--- src/assert_macros.svh ---
// Assertion macros shared by the RTL of the delta varint address lookup.
// Needs a clock named clk and an active-low reset named rst_n in scope.
`ifndef ASSERT_MACROS_SVH
`define ASSERT_MACROS_SVH

// Checked only outside reset.
`define DVAL_ASSERT(label, prop, msg) \
  label: assert property (@(posedge clk) disable iff (!rst_n) prop) else $error(msg);

// Checked at every edge, reset included.
`define DVAL_ASSERT_ALWAYS(label, prop, msg) \
  label: assert property (@(posedge clk) prop) else $error(msg);

`endif

--- src/dval_pkg.sv ---
`timescale 1ns / 1ps
// Package for the delta varint address lookup: widths, register codes, types.
// No dependencies; used by dval_seg_check and delta_varint_address_lookup.
package dval_pkg;

  localparam int SEGMENT_SLOTS = 3;   // segments actually checked
  localparam int SEG_REGS      = 3;   // segment register pairs in the map
  localparam int INDEX_BITS    = 20;  // entry counter width, saturating

  localparam int ADDR_W   = 32;
  localparam int BYTE_W   = 8;
  localparam int REM_W    = 31;       // remainder never holds a negative value
  localparam int OUT_IDX_W = 20;
  localparam int OUT_OFF_W = 31;
  localparam int CFG_IDX_W = 3;
  localparam int CFG_DATA_W = 32;
  localparam int SEG_CNT_W = 2;

  localparam int IN_DATA_W  = 40;     // query_address + table_byte
  localparam int OUT_DATA_W = 56;     // hit + entry_index + entry_offset, padded

  localparam int VARINT_BITS = 7;
  localparam logic [BYTE_W-1:0] VARINT_MASK = 8'h7f;
  localparam logic [BYTE_W-1:0] VARINT_MORE = 8'h80;

  typedef logic [ADDR_W-1:0] word_t;

  typedef enum logic [CFG_IDX_W-1:0] {
    REG_FIRST_ADDR = 3'd0,
    REG_SEG_COUNT  = 3'd1,
    REG_SEG0_BASE  = 3'd2,
    REG_SEG0_LEN   = 3'd3,
    REG_SEG1_BASE  = 3'd4,
    REG_SEG1_LEN   = 3'd5,
    REG_SEG2_BASE  = 3'd6,
    REG_SEG2_LEN   = 3'd7
  } cfg_reg_t;

  // Outcome of the pass-start check for one query.
  typedef struct packed {
    logic             miss;       // outside every segment or below first_address
    logic [REM_W-1:0] remainder;  // query - first_address when not a miss
  } seg_res_t;

endpackage

--- src/delta_varint_address_lookup.sv ---
`timescale 1ns / 1ps
// Top level of the delta varint address lookup.
// Depends on dval_pkg, dval_seg_check and assert_macros.svh.
//
// Usage: each lookup pass streams the bytes of a delta table on the input
// channel, one byte per beat. in_tdata carries the query address and the byte,
// in_tuser marks the first byte of a pass and in_tlast its final byte. Deltas
// are big-endian base-128 varints; bit 7 of a byte means more bytes follow.
// The first byte checks the query against the configured segments and
// subtracts first_address; each completed delta is subtracted in turn until
// the remainder would go negative. Exactly one result beat leaves per pass:
// hit, entry index and offset, or a miss with zeros.
// Throughput: one byte per cycle while the result channel is not stalled. The
// accepted beat sits in an input register (segment check done on the way in);
// when it moves on it updates the varint state and loads the result register,
// which drives out_tvalid. Bytes after the decision produce nothing.
// Stall: while out_tvalid is high and out_tready low, the input register holds
// and in_tready drops once it is full; nothing is lost.
// Reset (rst_n low at a clock edge) clears the configuration and walk state,
// empties both stages and leaves the block idle until the next pass start.
// Configuration is written through cfg_we/cfg_index/cfg_wdata between passes.
`include "assert_macros.svh"

module delta_varint_address_lookup (
  input  logic                                clk,
  input  logic                                rst_n,
  // input channel
  input  logic                                in_tvalid,
  output logic                                in_tready,
  input  logic [dval_pkg::IN_DATA_W-1:0]      in_tdata,  // [31:0] query_address, [39:32] table_byte
  input  logic                                in_tuser,  // [0] pass_start
  input  logic                                in_tlast,  // pass_end
  // result channel
  output logic                                out_tvalid,
  input  logic                                out_tready,
  output logic [dval_pkg::OUT_DATA_W-1:0]     out_tdata, // [0] hit, [20:1] entry_index,
                                                          // [51:21] entry_offset, [55:52] zero
  // configuration
  input  logic                                cfg_we,
  input  logic [dval_pkg::CFG_IDX_W-1:0]      cfg_index,
  input  logic [dval_pkg::CFG_DATA_W-1:0]     cfg_wdata
);

  // configuration registers
  dval_pkg::word_t                 first_addr_r;
  logic [dval_pkg::SEG_CNT_W-1:0]  seg_count_r;
  dval_pkg::word_t                 seg_base_r [dval_pkg::SEG_REGS];
  dval_pkg::word_t                 seg_len_r  [dval_pkg::SEG_REGS];

  always_ff @(posedge clk) begin
    if (!rst_n) begin
      first_addr_r <= '0;
      seg_count_r  <= '0;
      for (int i = 0; i < dval_pkg::SEG_REGS; i++) begin
        seg_base_r[i] <= '0;
        seg_len_r[i]  <= '0;
      end
    end else if (cfg_we) begin
      unique case (dval_pkg::cfg_reg_t'(cfg_index))
        dval_pkg::REG_FIRST_ADDR: first_addr_r  <= cfg_wdata;
        dval_pkg::REG_SEG_COUNT:  seg_count_r   <= cfg_wdata[dval_pkg::SEG_CNT_W-1:0];
        dval_pkg::REG_SEG0_BASE:  seg_base_r[0] <= cfg_wdata;
        dval_pkg::REG_SEG0_LEN:   seg_len_r[0]  <= cfg_wdata;
        dval_pkg::REG_SEG1_BASE:  seg_base_r[1] <= cfg_wdata;
        dval_pkg::REG_SEG1_LEN:   seg_len_r[1]  <= cfg_wdata;
        dval_pkg::REG_SEG2_BASE:  seg_base_r[2] <= cfg_wdata;
        dval_pkg::REG_SEG2_LEN:   seg_len_r[2]  <= cfg_wdata;
      endcase
    end
  end

  // ---------------- input stage ----------------
  dval_pkg::seg_res_t seg_res;

  dval_seg_check u_seg_check (
    .query         (in_tdata[dval_pkg::ADDR_W-1:0]),
    .first_address (first_addr_r),
    .seg_count     (seg_count_r),
    .seg_base      (seg_base_r),
    .seg_length    (seg_len_r),
    .res           (seg_res)
  );

  logic                         s1_valid_r, s1_valid_nxt;
  logic                         s1_ps_r, s1_pe_r;
  logic [dval_pkg::BYTE_W-1:0]  s1_byte_r;
  dval_pkg::seg_res_t           s1_seg_r;
  logic                         in_fire, s1_fire;
  logic                         out_valid_r, out_valid_nxt;
  logic [dval_pkg::OUT_DATA_W-1:0] out_data_r, out_data_nxt;

  assign s1_fire   = s1_valid_r && (!out_valid_r || out_tready);
  assign in_tready = !s1_valid_r || s1_fire;
  assign in_fire   = in_tvalid && in_tready;

  always_comb begin
    s1_valid_nxt = s1_valid_r;
    if (in_fire)      s1_valid_nxt = 1'b1;
    else if (s1_fire) s1_valid_nxt = 1'b0;
  end

  always_ff @(posedge clk) begin
    if (!rst_n) s1_valid_r <= 1'b0;
    else        s1_valid_r <= s1_valid_nxt;
  end

  always_ff @(posedge clk) begin
    if (in_fire) begin
      s1_ps_r   <= in_tuser;
      s1_pe_r   <= in_tlast;
      s1_byte_r <= in_tdata[dval_pkg::ADDR_W +: dval_pkg::BYTE_W];
      s1_seg_r  <= seg_res;
    end
  end

  // ---------------- varint walk ----------------
  logic [dval_pkg::REM_W-1:0]      rem_r, rem_nxt, rem_cur;
  dval_pkg::word_t                 pd_r, pd_nxt, pd_new;
  logic [dval_pkg::INDEX_BITS-1:0] cnt_r, cnt_nxt, cnt_cur;
  logic                            decided_r, decided_nxt, decided_cur;
  dval_pkg::word_t                 rem_diff;
  logic                            emit, emit_hit;
  logic [dval_pkg::OUT_IDX_W-1:0]  hit_index;

  assign pd_new   = {pd_r[dval_pkg::ADDR_W-dval_pkg::VARINT_BITS-1:0] & {(dval_pkg::ADDR_W
                    - dval_pkg::VARINT_BITS){!s1_ps_r}},
                     s1_byte_r[dval_pkg::VARINT_BITS-1:0] &
                     dval_pkg::VARINT_MASK[dval_pkg::VARINT_BITS-1:0]};
  assign rem_diff = {1'b0, rem_cur} - pd_new;
  assign hit_index = dval_pkg::OUT_IDX_W'(cnt_cur);

  always_comb begin
    rem_cur     = s1_ps_r ? s1_seg_r.remainder : rem_r;
    cnt_cur     = s1_ps_r ? '0 : cnt_r;
    decided_cur = s1_ps_r ? 1'b0 : decided_r;

    rem_nxt     = rem_r;
    pd_nxt      = pd_r;
    cnt_nxt     = cnt_r;
    decided_nxt = decided_r;
    emit        = 1'b0;
    emit_hit    = 1'b0;

    if (s1_fire) begin
      if (s1_ps_r) begin
        pd_nxt      = '0;
        cnt_nxt     = '0;
        decided_nxt = 1'b0;
        rem_nxt     = s1_seg_r.remainder;
      end
      if (s1_ps_r && s1_seg_r.miss) begin
        emit        = 1'b1;
        decided_nxt = 1'b1;
      end else if (!decided_cur) begin
        if ((s1_byte_r & dval_pkg::VARINT_MORE) != '0) begin
          // more bytes of this delta follow
          pd_nxt = pd_new;
          if (s1_pe_r) begin
            emit        = 1'b1;
            decided_nxt = 1'b1;
          end
        end else begin
          pd_nxt = '0;
          if (rem_diff[dval_pkg::ADDR_W-1]) begin
            // delta overshoots: current entry covers the query,
            // except on the final byte, which reports a miss
            emit        = 1'b1;
            emit_hit    = !s1_pe_r;
            decided_nxt = 1'b1;
          end else begin
            rem_nxt = rem_diff[dval_pkg::REM_W-1:0];
            cnt_nxt = (cnt_cur == '1) ? cnt_cur : cnt_cur + 1'b1;
            if (s1_pe_r) begin
              emit        = 1'b1;
              decided_nxt = 1'b1;
            end
          end
        end
      end
    end
  end

  always_ff @(posedge clk) begin
    if (!rst_n) begin
      rem_r     <= '0;
      pd_r      <= '0;
      cnt_r     <= '0;
      decided_r <= 1'b1;
    end else begin
      rem_r     <= rem_nxt;
      pd_r      <= pd_nxt;
      cnt_r     <= cnt_nxt;
      decided_r <= decided_nxt;
    end
  end

  // ---------------- result register ----------------
  always_comb begin
    out_data_nxt = out_data_r;
    if (emit) begin
      out_data_nxt = '0;
      if (emit_hit) begin
        out_data_nxt[0] = 1'b1;
        out_data_nxt[1 +: dval_pkg::OUT_IDX_W] = hit_index;
        out_data_nxt[1 + dval_pkg::OUT_IDX_W +: dval_pkg::OUT_OFF_W] = rem_cur;
      end
    end
    out_valid_nxt = out_valid_r;
    if (emit)            out_valid_nxt = 1'b1;
    else if (out_tready) out_valid_nxt = 1'b0;
  end

  always_ff @(posedge clk) begin
    if (!rst_n) out_valid_r <= 1'b0;
    else        out_valid_r <= out_valid_nxt;
  end

  always_ff @(posedge clk) begin
    out_data_r <= out_data_nxt;
  end

  assign out_tvalid = out_valid_r;
  assign out_tdata  = out_data_r;

  // ---------------- assertions ----------------
  `DVAL_ASSERT_ALWAYS(a_reset_empties, !rst_n |=> !out_valid_r && !s1_valid_r,
    "reset left a stage full")
  `DVAL_ASSERT(a_miss_zero, out_valid_r && !out_data_r[0] |->
    out_data_r[dval_pkg::OUT_DATA_W-1:1] == '0, "miss carries nonzero fields")
  `DVAL_ASSERT(a_seg_miss, s1_fire && s1_ps_r && s1_seg_r.miss |=>
    out_valid_r && !out_data_r[0], "segment miss did not produce a miss beat")
  `DVAL_ASSERT(a_decided_quiet, s1_fire && !s1_ps_r && decided_r |-> !emit,
    "result emitted after the pass was decided")
  `DVAL_ASSERT(a_emit_decides, emit |=> decided_r, "pass not closed after its result")

endmodule

--- src/dval_seg_check.sv ---
`timescale 1ns / 1ps
// Segment range check and base subtraction for the query address.
// Depends on dval_pkg.
module dval_seg_check (
  input  dval_pkg::word_t                      query,
  input  dval_pkg::word_t                      first_address,
  input  logic [dval_pkg::SEG_CNT_W-1:0]       seg_count,
  input  dval_pkg::word_t                      seg_base [dval_pkg::SEG_REGS],
  input  dval_pkg::word_t                      seg_length [dval_pkg::SEG_REGS],
  output dval_pkg::seg_res_t                   res
);

  logic [dval_pkg::SEG_CNT_W-1:0] n_active;
  logic [dval_pkg::SEG_REGS-1:0]  seg_hit;
  dval_pkg::word_t                seg_end [dval_pkg::SEG_REGS];
  dval_pkg::word_t                diff;

  assign n_active = (32'(seg_count) > dval_pkg::SEGMENT_SLOTS)
                  ? dval_pkg::SEG_CNT_W'(dval_pkg::SEGMENT_SLOTS) : seg_count;

  always_comb begin
    for (int i = 0; i < dval_pkg::SEG_REGS; i++) begin
      // end of range wraps at 32 bits
      seg_end[i] = seg_base[i] + seg_length[i];
      seg_hit[i] = (dval_pkg::SEG_CNT_W'(i) < n_active) &&
                   (query >= seg_base[i]) && (query < seg_end[i]);
    end
  end

  assign diff          = query - first_address;
  assign res.miss      = !(|seg_hit) || diff[dval_pkg::ADDR_W-1];
  assign res.remainder = diff[dval_pkg::REM_W-1:0];

endmodule
--- config.mk ---
export PLATFORM = sky130hd
export DESIGN_NAME = delta_varint_address_lookup
export DESIGN_NICKNAME = d
export VERILOG_FILES = /design/src/dval_pkg.sv /design/src/delta_varint_address_lookup.sv /design/src/dval_seg_check.sv
export VERILOG_INCLUDE_DIRS = /design/src /design/src/src
export SDC_FILE = /design/constraint.sdc
export NUM_CORES = 1
export LEC_CHECK = 0
export BUFFER_PORTS_ARGS = -buffer_cell sky130_fd_sc_hd__buf_2
export CAP_MARGIN = 15
export CORE_UTILIZATION = 55
export CTS_CLUSTER_SIZE = 12
export DETAILED_ROUTE_END_ITERATION = 16
export HOLD_SLACK_MARGIN = 0.12
export PLACE_DENSITY = 0.8
export SETUP_SLACK_MARGIN = 0.3
export SLEW_MARGIN = 5
export SYNTH_ARGS = -nofsm -noshare
export SYNTH_HDL_FRONTEND = slang
export SYNTH_SLANG_ARGS = --single-unit
--- constraint.sdc ---
create_clock -name clk -period 6.4 [get_ports clk]
set_input_delay 0.64 -clock clk [delete_from_list [all_inputs] [get_ports clk]]
set_output_delay 0.64 -clock clk [all_outputs]
set_load 0.02 [all_outputs]
# --- Word level (Yosys, flattened, before mapping) ---
# Cells that the tools add are included.
op_classes:
  addsub: 6
  order_cmp: 9
  n_eq_ne: 8
  muxes: 37
  n_bitwise: 1
  n_reduce_logical: 29
op_table:
  columns: ["cell", "count"]
  rows:
  - ["$mux 31", 5]
  - ["$mux 32", 4]
  - ["$mux 20", 6]
  - ["$add 32x32->32", 3]
  - ["$ge 32x32->1", 3]
  - ["$lt 32x32->1", 3]
  - ["$sub 31x32->32", 1]
  - ["$sub 32x32->32", 1]
  - ["$and 25x25->25", 1]
  - ["$mux 1", 22]
  - ["$add 20x1->20 const B", 1]
  - ["$eq 20x20->1 const B", 1]
  - ["$reduce_and 2->1", 8]
  - ["$eq 3x3->1 const B", 4]
  - ["$logic_and 1x1->1", 9]
  - ["$eq 3x2->1 const B", 2]
  - ["$logic_not 1->1", 5]
  - ["$lt 1x2->1 const A", 2]
  - ["$reduce_bool 2->1", 2]
  - ["$eq 3x1->1 const B", 1]
  - ["$logic_not 3->1", 1]
  - ["$logic_or 1x1->1", 3]
  - ["$reduce_or 3->1", 1]
  - ["$lt 2x2->1 const A", 1]
word_totals:
  register_bits: 406
  input_bits: 82
  output_inout_bits: 58

# --- Depth between registers and ports, before layout ---
# Gate-level depths: netlist of run 1.
logic_depth:
  ltp_word: 9
  depth_mapped: 22
  mapped_depth_nobuf: 22

# --- Hierarchy ---
# Synthesis of run 1 repeated with hierarchy kept, for this count alone.
unflattened:
  hier_cells: 3337
  area_unflattened_um2: 27378.8
by_module_without_submodules:
  columns: ["mod", "instances", "cells_per_inst", "area_per_inst_um2", "seq_area_each_um2"]
  rows:
  - ["delta_varint_address_lookup", 1, 1983, 17230.3, 8928.6]
  - ["dval_seg_check", 1, 1354, 10148.5, 0.0]

# --- Worst setup path after synthesis of run 1 ---
# No wires, ideal clock.
synth_path:
  kind: "register to register"
  startpoint: "register s1_ps_r"
  endpoint: "register out_data_r (netlist bit out_tdata[0]) (enable)"
  setup_time_ns: 0.462
  arrival_time_ns: 5.624
  setup_slack_ns: 0.314
  path_stages_with_launch: 16
  n_path_buf: 4
  period_less_slack_ns: 6.086
  path_cell_list: "edfxtp_1 -> buf_6 -> clkbuf_1 -> clkbuf_1 -> mux2i_1 -> inv_1 -> ha_1 -> and4_1 -> a21oi_1 -> o21a_1 -> o211a_1 -> nand3_1 -> a31oi_1 -> clkbuf_1 -> nor3_1 -> nor2_1"
synth_between:
  word_cells_on_any_way: 11
  classes_between: "add/sub (1); mux (7); bitwise (1); reduce/logical (2)"
synth_lines:
  columns: ["item", "line", "rtl"]
  rows:
  - ["start: declaration", "delta_varint_address_lookup.sv:85", "logic s1_ps_r, s1_pe_r;"]
  - ["start signal: assignment", "delta_varint_address_lookup.sv:109", "s1_ps_r <= in_tuser;"]
  - ["$mux 31", "delta_varint_address_lookup.sv:133", "rem_cur = s1_ps_r ? s1_seg_r.remainder : rem_r;"]
  - ["net rem_cur, one bit", "delta_varint_address_lookup.sv:117", "logic [dval_pkg::REM_W-1:0] rem_r, rem_nxt, rem_cur;"]
  - ["$sub 31x32->32", "delta_varint_address_lookup.sv:129", "assign rem_diff = {1'b0, rem_cur} - pd_new;"]
  - ["$mux 1", "delta_varint_address_lookup.sv:164", "if (rem_diff[dval_pkg::ADDR_W-1]) begin"]
  - ["$mux 1", "delta_varint_address_lookup.sv:155", "if ((s1_byte_r & dval_pkg::VARINT_MORE) != '0) begin"]
  - ["$mux 1", "delta_varint_address_lookup.sv:154", "end else if (!decided_cur) begin"]
  - ["$mux 1", "delta_varint_address_lookup.sv:151", "if (s1_ps_r && s1_seg_r.miss) begin"]
  - ["$mux 1", "delta_varint_address_lookup.sv:144", "if (s1_fire) begin"]
  - ["net emit", "delta_varint_address_lookup.sv:122", "logic emit, emit_hit;"]
  - ["end signal: assignment", "delta_varint_address_lookup.sv:219", "out_data_r <= out_data_nxt;"]
  - ["end: declaration", "delta_varint_address_lookup.sv:90", "logic [dval_pkg::OUT_DATA_W-1:0] out_data_r, out_data_nxt;"]
# The timed path passes the listed nets, and every way through them passes these cells.
# A chain may end at the register's enable or synchronous reset.

# --- Worst setup path after layout of run 1 ---
layout_path:
  startpoint: "register s1_ps_r"
  endpoint: "register out_data_r (netlist bit out_tdata[7]), data pin"
layout_between:
  word_cells_on_any_way: 12
  classes_between: "add/sub (1); mux (8); bitwise (1); reduce/logical (2)"
layout_lines:
  columns: ["item", "line"]
  rows:
  - ["$mux 31", "delta_varint_address_lookup.sv:133"]
  - ["net rem_cur, one bit", "delta_varint_address_lookup.sv:117"]
  - ["$sub 31x32->32", "delta_varint_address_lookup.sv:129"]
  - ["$mux 1", "delta_varint_address_lookup.sv:164"]
  - ["$mux 1", "delta_varint_address_lookup.sv:155"]
  - ["$mux 1", "delta_varint_address_lookup.sv:154"]
  - ["$mux 1", "delta_varint_address_lookup.sv:151"]
  - ["$mux 1", "delta_varint_address_lookup.sv:144"]
# The timed path passes the listed nets, and every way through them passes these cells.

==> flow_metrics.env, run 1 <==
export IMPL_fin_skew_ns=0.0315
export IMPL_drt_iter0_markers=1954
export IMPL_first_pass_iters=5
export IMPL_clockBufferDepth=3
export IMPL_hold_violations=0
export IMPL_cellPowerDensity_nw_per_um2=214
export IMPL_placed_cells=4078
export IMPL_finalCriticalPeriod_ns=5.47
export IMPL_cts_setup_buffers=0
export IMPL_drive_gt1_frac=0.0819
export IMPL_cp_start_kind="flip-flop"
export IMPL_drt_wl_total_mm=73.9
export IMPL_via_count=24900
export IMPL_clkTransAtPathRegs_ns=0.06
export IMPL_diodes=0
export IMPL_hold_path_class="input port to flip-flop"
export IMPL_io_pins=140
export IMPL_synth_compound_area_frac=0.214
export IMPL_drv_slew=0
export IMPL_finalNetCount=3892
export IMPL_cts_made_buffers=44
export IMPL_crit_path_end_kind="flip-flop"
export IMPL_ff2ff_path_depth=12
export IMPL_min_period_over_period=0.855
export IMPL_nFillCells=4391
export IMPL_grt_pass1_wl_mm=118
export IMPL_port_buffers=135
export IMPL_synthXorXnorAreaFrac=0.0400
export IMPL_leakage_nw=11.7
export IMPL_cts_max_level=2
export IMPL_drc=0
export IMPL_grt_max_degree=128
export IMPL_path_class="flip-flop to flip-flop"
export IMPL_hold_depth=1
export IMPL_seq_area_frac_synth=0.326
export IMPL_antenna_found_initial=0
export IMPL_worst_pin_slew_ns=1.17
export IMPL_ys_flop_type="dfxtp_1"
export IMPL_ys_warn_count=0
export IMPL_syn_area_um2=27400
export IMPL_cts_tree="built"
export IMPL_syn2layout_area_growth_pct=9.96
export IMPL_worstSkewPairLatency_ns=0.59
export IMPL_synth_seq_cells=399
export IMPL_grt_pass1_vias=23300
export IMPL_die_area_um2=50700
export IMPL_cts_sinks=399
export IMPL_worst_ep_required_time_ns=6.85
export IMPL_outcome="completed"
export IMPL_synth_simple_area_share=0.200
export IMPL_grt_usage=0.288
export IMPL_gp_congestion=0.997
export IMPL_instances_no_fill=4158
export IMPL_syn_inst=3376
export IMPL_dp_hpwl_mm=54.0
export IMPL_core_area_um2=49100
export IMPL_slew_headroom=0.215
export IMPL_syn_avg_cell_area_um2=8.12
export IMPL_synth_edff_count=94
export IMPL_peakVddDrop_uv=244
export IMPL_post_cts_resized=0
export IMPL_viasPerCell=5.98
export IMPL_start_util=0.559
export IMPL_synth_top_family_by_area="compound AO/OA/AOI/OAI gates"
export IMPL_die_w_um=225
export IMPL_synth_fa_ha_area_frac=0.161
export IMPL_setup_tns_final_ns=0
export IMPL_die_height_um=225
export IMPL_rows=81
export IMPL_ant_nets=0
export IMPL_path_max_fanout=87
export IMPL_setup_viol=0
export IMPL_synth_mux_area_frac=0.0143
export IMPL_routedWlPerCell_um=17.8
export IMPL_async_flop_share=0
export IMPL_maxCapViolations=0
export IMPL_ys_types=92
export IMPL_arrival_ns=5.92
export IMPL_cts_root_buffer="clkbuf_16"
export IMPL_overflow=0
export IMPL_max_freq_ghz=0.183
export IMPL_rsz0062_at_grt="no"
export IMPL_holdBufCountCts=0
==> power breakdown <==
part	internal, mW	total (mW)	switching (mW)
Sequential	2.67	2.72	0.0504
Clock	1.53	2.58	1.05
Combinational	0.432	1.16	0.725
==> cells in the mapped netlist, types with 21 or more instances <==
cell type / number / share of area
a211oi_1: 35 / 0.0096
a21o_1: 74 / 0.020
a21oi_1: 420 / 0.077
a22oi_1: 21 / 0.0058
a31oi_1: 31 / 0.0071
and2_1: 38 / 0.0087
and3_1: 43 / 0.0098
clkbuf_1: 101 / 0.014
dfxtp_1: 305 / 0.22
edfxtp_1: 94 / 0.10
ha_1: 345 / 0.16
inv_1: 190 / 0.026
nand2_1: 623 / 0.085
nand2b_1: 74 / 0.017
nand3_1: 56 / 0.010
nand4_1: 44 / 0.010
nor2_1: 173 / 0.024
nor2b_1: 29 / 0.0066
nor3_1: 41 / 0.0075
o211ai_1: 27 / 0.0074
o21a_1: 24 / 0.0066
o21ai_0: 161 / 0.029
o31ai_1: 23 / 0.0063
xnor2_1: 65 / 0.021
xor2_1: 60 / 0.019
==> cell families after synthesis <==
group / after synthesis
adder cells (fa/ha/maj): 350
XOR/XNOR: 125
AND/OR/NAND/NOR: 1196
multiplexers: 37
AO/OA/AOI/OAI: 952
flip-flops: 399
buffers and inverters: 316
other: 1
==> cells in the final DEF (no fill, tap or decap), types with 55 or more instances in the layout <==
cell type	Yosys	final
a21o_1	74	74
a21oi_1	420	420
buf_2	8	135
dfxtp_1	305	305
edfxtp_1	94	94
ha_1	345	345
inv_1	190	189
nand2_1	623	623
nand2b_1	74	74
nand3_1	56	55
nor2_1	173	166
o21ai_0	161	161
xnor2_1	65	65
xor2_1	60	60
==> layer usage <==
layer / track usage / part of all wire / up-vias
met4: 0.111 / 0.034 / 0
li1: - / - / 12200
met2: 0.492 / 0.47 / 886
met1: 0.368 / 0.43 / 11600
met5: 0 / 0 / -
met3: 0.0386 / 0.069 / 176
==> per-stage QoR <==
step	instance area [µm²]	setup WS [ns]	hold slack, ns	util	power (mW)
finish	30100	0.928	0.233	0.614	6.46
floorplan	27400	0.314	0.421	-	3.57
global placement	28700	1.07	0.433	0.584	3.88
detailed placement	28700	0.962	0.446	0.584	3.90
global route	30100	0.605	0.218	0.614	6.73
CTS	30100	0.931	0.208	0.614	6.48
==> registers in the layout, indices dropped and copies added, names as in the netlist, 20 cells and up <==
signal,flops
seg_len_r,96
s1_seg_r,32
rem_r,31
cnt_r,20
first_addr_r,32
pd_r,25
seg_base_r,96
out_tdata,52
==> worst paths after layout <==
path / startpoint / to / slack, ns
min reg2reg: first_addr_r[13] / first_addr_r[13] / 0.45
max reg2reg: s1_ps_r / out_tdata[7] / 0.93
min: in_tdata[38] / s1_byte_r[6] / 0.23
max: s1_ps_r / out_tdata[7] / 0.93
==> final cells by class <==
| cell class | count | area, µm² | share of cell area |
|---|---|---|---|
| tap | 664 | 831 | 0.0276 |
| clock buffer | 71 | 1360 | 0.0450 |
| timing repair buffer | 161 | 887 | 0.0294 |
| sequential | 399 | 8930 | 0.296 |
| inverter | 190 | 721 | 0.0239 |
| clock inverter | 9 | 106 | 0.00353 |
| multi-input combinational | 2664 | 17300 | 0.574 |
==> critical path, stage by stage (launching register included) <==
cell       delay [ns]
edfxtp_1         0.37
buf_12           0.30
mux2_2           0.42
ha_1             0.36
a21o_1           0.23
or3_4            0.35
o2111ai_4        0.27
a21o_2           0.21
nand3_1          0.11
a31oi_1          0.97
nand2_2          0.62
nor2_1           0.87
and2_1           0.23
No activity file was read; power rests on OpenSTA's default activity.
==> inputs of run 2 (changes only) <==
- CORE_UTILIZATION: 55 -> 45
- PLACE_DENSITY: 0.8 -> 0.68
==> run 2 against run 1 <==
Cell area rose by 1.1%. Core utilization fell by 11 points. Clock-buffer cell count fell by 9. Clock power rose by 8.5%. Critical path type unchanged. Largest cell class unchanged.
==> flow_metrics.env, run 2 (synthesis results as in run 1) <==
export IMPL_peakVddDrop_uv=185
export IMPL_viasPerCell=5.66
export IMPL_path_class="flip-flop to flip-flop"
export IMPL_cts_setup_buffers=0
export IMPL_path_cells="ha_1, a21o_1, a21boi_0, o21ai_0, a2111o_1, and2_1, nand3b_1, a21boi_0, o21a_1, o31ai_1, ha_1, a2111oi_0, o21ai_0, a31o_2, a221oi_1, o32ai_1, or4b_2, o21ai_0, o21ai_0"
export IMPL_dp_hpwl_mm=55.9
export IMPL_grt_pass1_vias=23100
export IMPL_ff2ff_setup_slack_ns=1.19
export IMPL_routedWlPerCell_um=17.5
export IMPL_syn2layout_area_growth_pct=11.2
export IMPL_placed_cells=4201
export IMPL_r2r_start="seg_base_r[33]"
export IMPL_final_util=0.506
export IMPL_slowest_delay_ns=0.62
export IMPL_cts_max_level=2
export IMPL_drv_slew=0
export IMPL_holdBufCountCts=0
export IMPL_cts_root_buffer="clkbuf_16"
export IMPL_finalNetCount=3899
export IMPL_instances_no_fill=4287
export IMPL_regToRegEndpoint="s1_seg_r[31]"
export IMPL_cp_start_kind="flip-flop"
export IMPL_overflow=0
export IMPL_layout_commonest_cell="nand2_1"
export IMPL_nFillCells=5825
export IMPL_die_w_um=249
export IMPL_setup_tns_final_ns=0
export IMPL_start_util=0.455
export IMPL_finalCriticalPeriod_ns=5.21
export IMPL_grt_max_degree=190
export IMPL_hold_depth=1
export IMPL_worst_pin_slew_ns=1.13
export IMPL_first_pass_iters=8
export IMPL_diodes=0
export IMPL_worst_ep_required_time_ns=6.72
export IMPL_setup_viol=0
export IMPL_hold_violations=0
export IMPL_grt_pass1_wl_mm=120
export IMPL_drt_wl_total_mm=74.9
export IMPL_cellPowerDensity_nw_per_um2=219
export IMPL_slew_headroom=0.248
export IMPL_drt_iter0_markers=1798
export IMPL_crit_family="compound AO/OA/AOI/OAI gates"
export IMPL_path_max_fanout=3
export IMPL_min_period_over_period=0.814
export IMPL_cts_made_buffers=46
export IMPL_fin_skew_ns=0.0300
export IMPL_crit_path_end_kind="flip-flop"
export IMPL_critPathSlowestCell="or4b_2"
export IMPL_die_area_um2=61900
export IMPL_ant_nets=0
export IMPL_hold_path_class="input port to flip-flop"
export IMPL_power_mw=6.68
export IMPL_leakage_nw=11.8
export IMPL_outcome="completed"
export IMPL_drc=0
export IMPL_final_cell_mix="623 x nand2_1, 420 x a21oi_1, 345 x ha_1"
export IMPL_whs_endpoint="s1_byte_r[6]"
export IMPL_cts_tree="built"
export IMPL_maxCapViolations=0
export IMPL_grt_usage=0.238
export IMPL_die_height_um=249
export IMPL_cts_sinks=399
export IMPL_antenna_found_initial=1
export IMPL_worstSkewPairLatency_ns=0.60
export IMPL_critPathBufInv=0
export IMPL_clockBufferDepth=3
export IMPL_clkTransAtPathRegs_ns=0.06
export IMPL_rsz0062_at_grt="no"
export IMPL_gp_congestion=0.943
export IMPL_arrival_ns=5.52
export IMPL_drive_gt1_frac=0.0867
export IMPL_port_buffers=135
export IMPL_crit_top_cell="o21ai_0"
export IMPL_io_pins=140
export IMPL_via_count=24300
export IMPL_hp_start="in_tdata[38]"
export IMPL_core_area_um2=60200
export IMPL_rows=90
export IMPL_ff2ff_path_depth=19
export IMPL_post_cts_resized=0
export IMPL_max_freq_ghz=0.192
## run 2: layout make-up
type                       count  area [µm²]  share of cell area
multi-input combinational   2664       17300               0.568
clock inverter                24         345              0.0113
sequential                   399        8930               0.293
tap                          782         978              0.0321
timing repair buffer         166         921              0.0302
clock buffer                  62        1270              0.0417
inverter                     190         721              0.0237
## run 2: power by group
part	internal, mW	switching, mW
clock network	1.69	1.11
registers	2.67	0.0492
logic	0.435	0.727
## run 2: how the worst max path moves through the flow
stage | end | depth (start not counted) | slack [ns] | startpoint
after floorplan | out_tdata[0] | 15 | 0.31 | s1_ps_r
after global placement | s1_seg_r[31] | 19 | 1.30 | seg_base_r[33]
after detailed placement | s1_seg_r[31] | 19 | 1.30 | seg_base_r[33]
after CTS | s1_seg_r[31] | 19 | 1.26 | seg_base_r[33]
after global routing | s1_seg_r[31] | 19 | 0.81 | seg_base_r[33]
final | s1_seg_r[31] | 19 | 1.19 | seg_base_r[33]
## run 2: stage by stage
stage / hold slack [ns] / setup slack, ns / area [µm²]
after floorplan: 0.421 / 0.314 / 27400
after global routing: 0.197 / 0.812 / 30500
after detailed placement: 0.439 / 1.30 / 28900
after global placement: 0.436 / 1.30 / 28900
final: 0.219 / 1.19 / 30500
after CTS: 0.182 / 1.26 / 30500
## run 2: routing by layer
metal / share of wire / global-route usage
met5: 0.00017 / 0
met4: 0.027 / 0.0772
met3: 0.052 / 0.0281
met2: 0.47 / 0.409
met1: 0.45 / 0.310
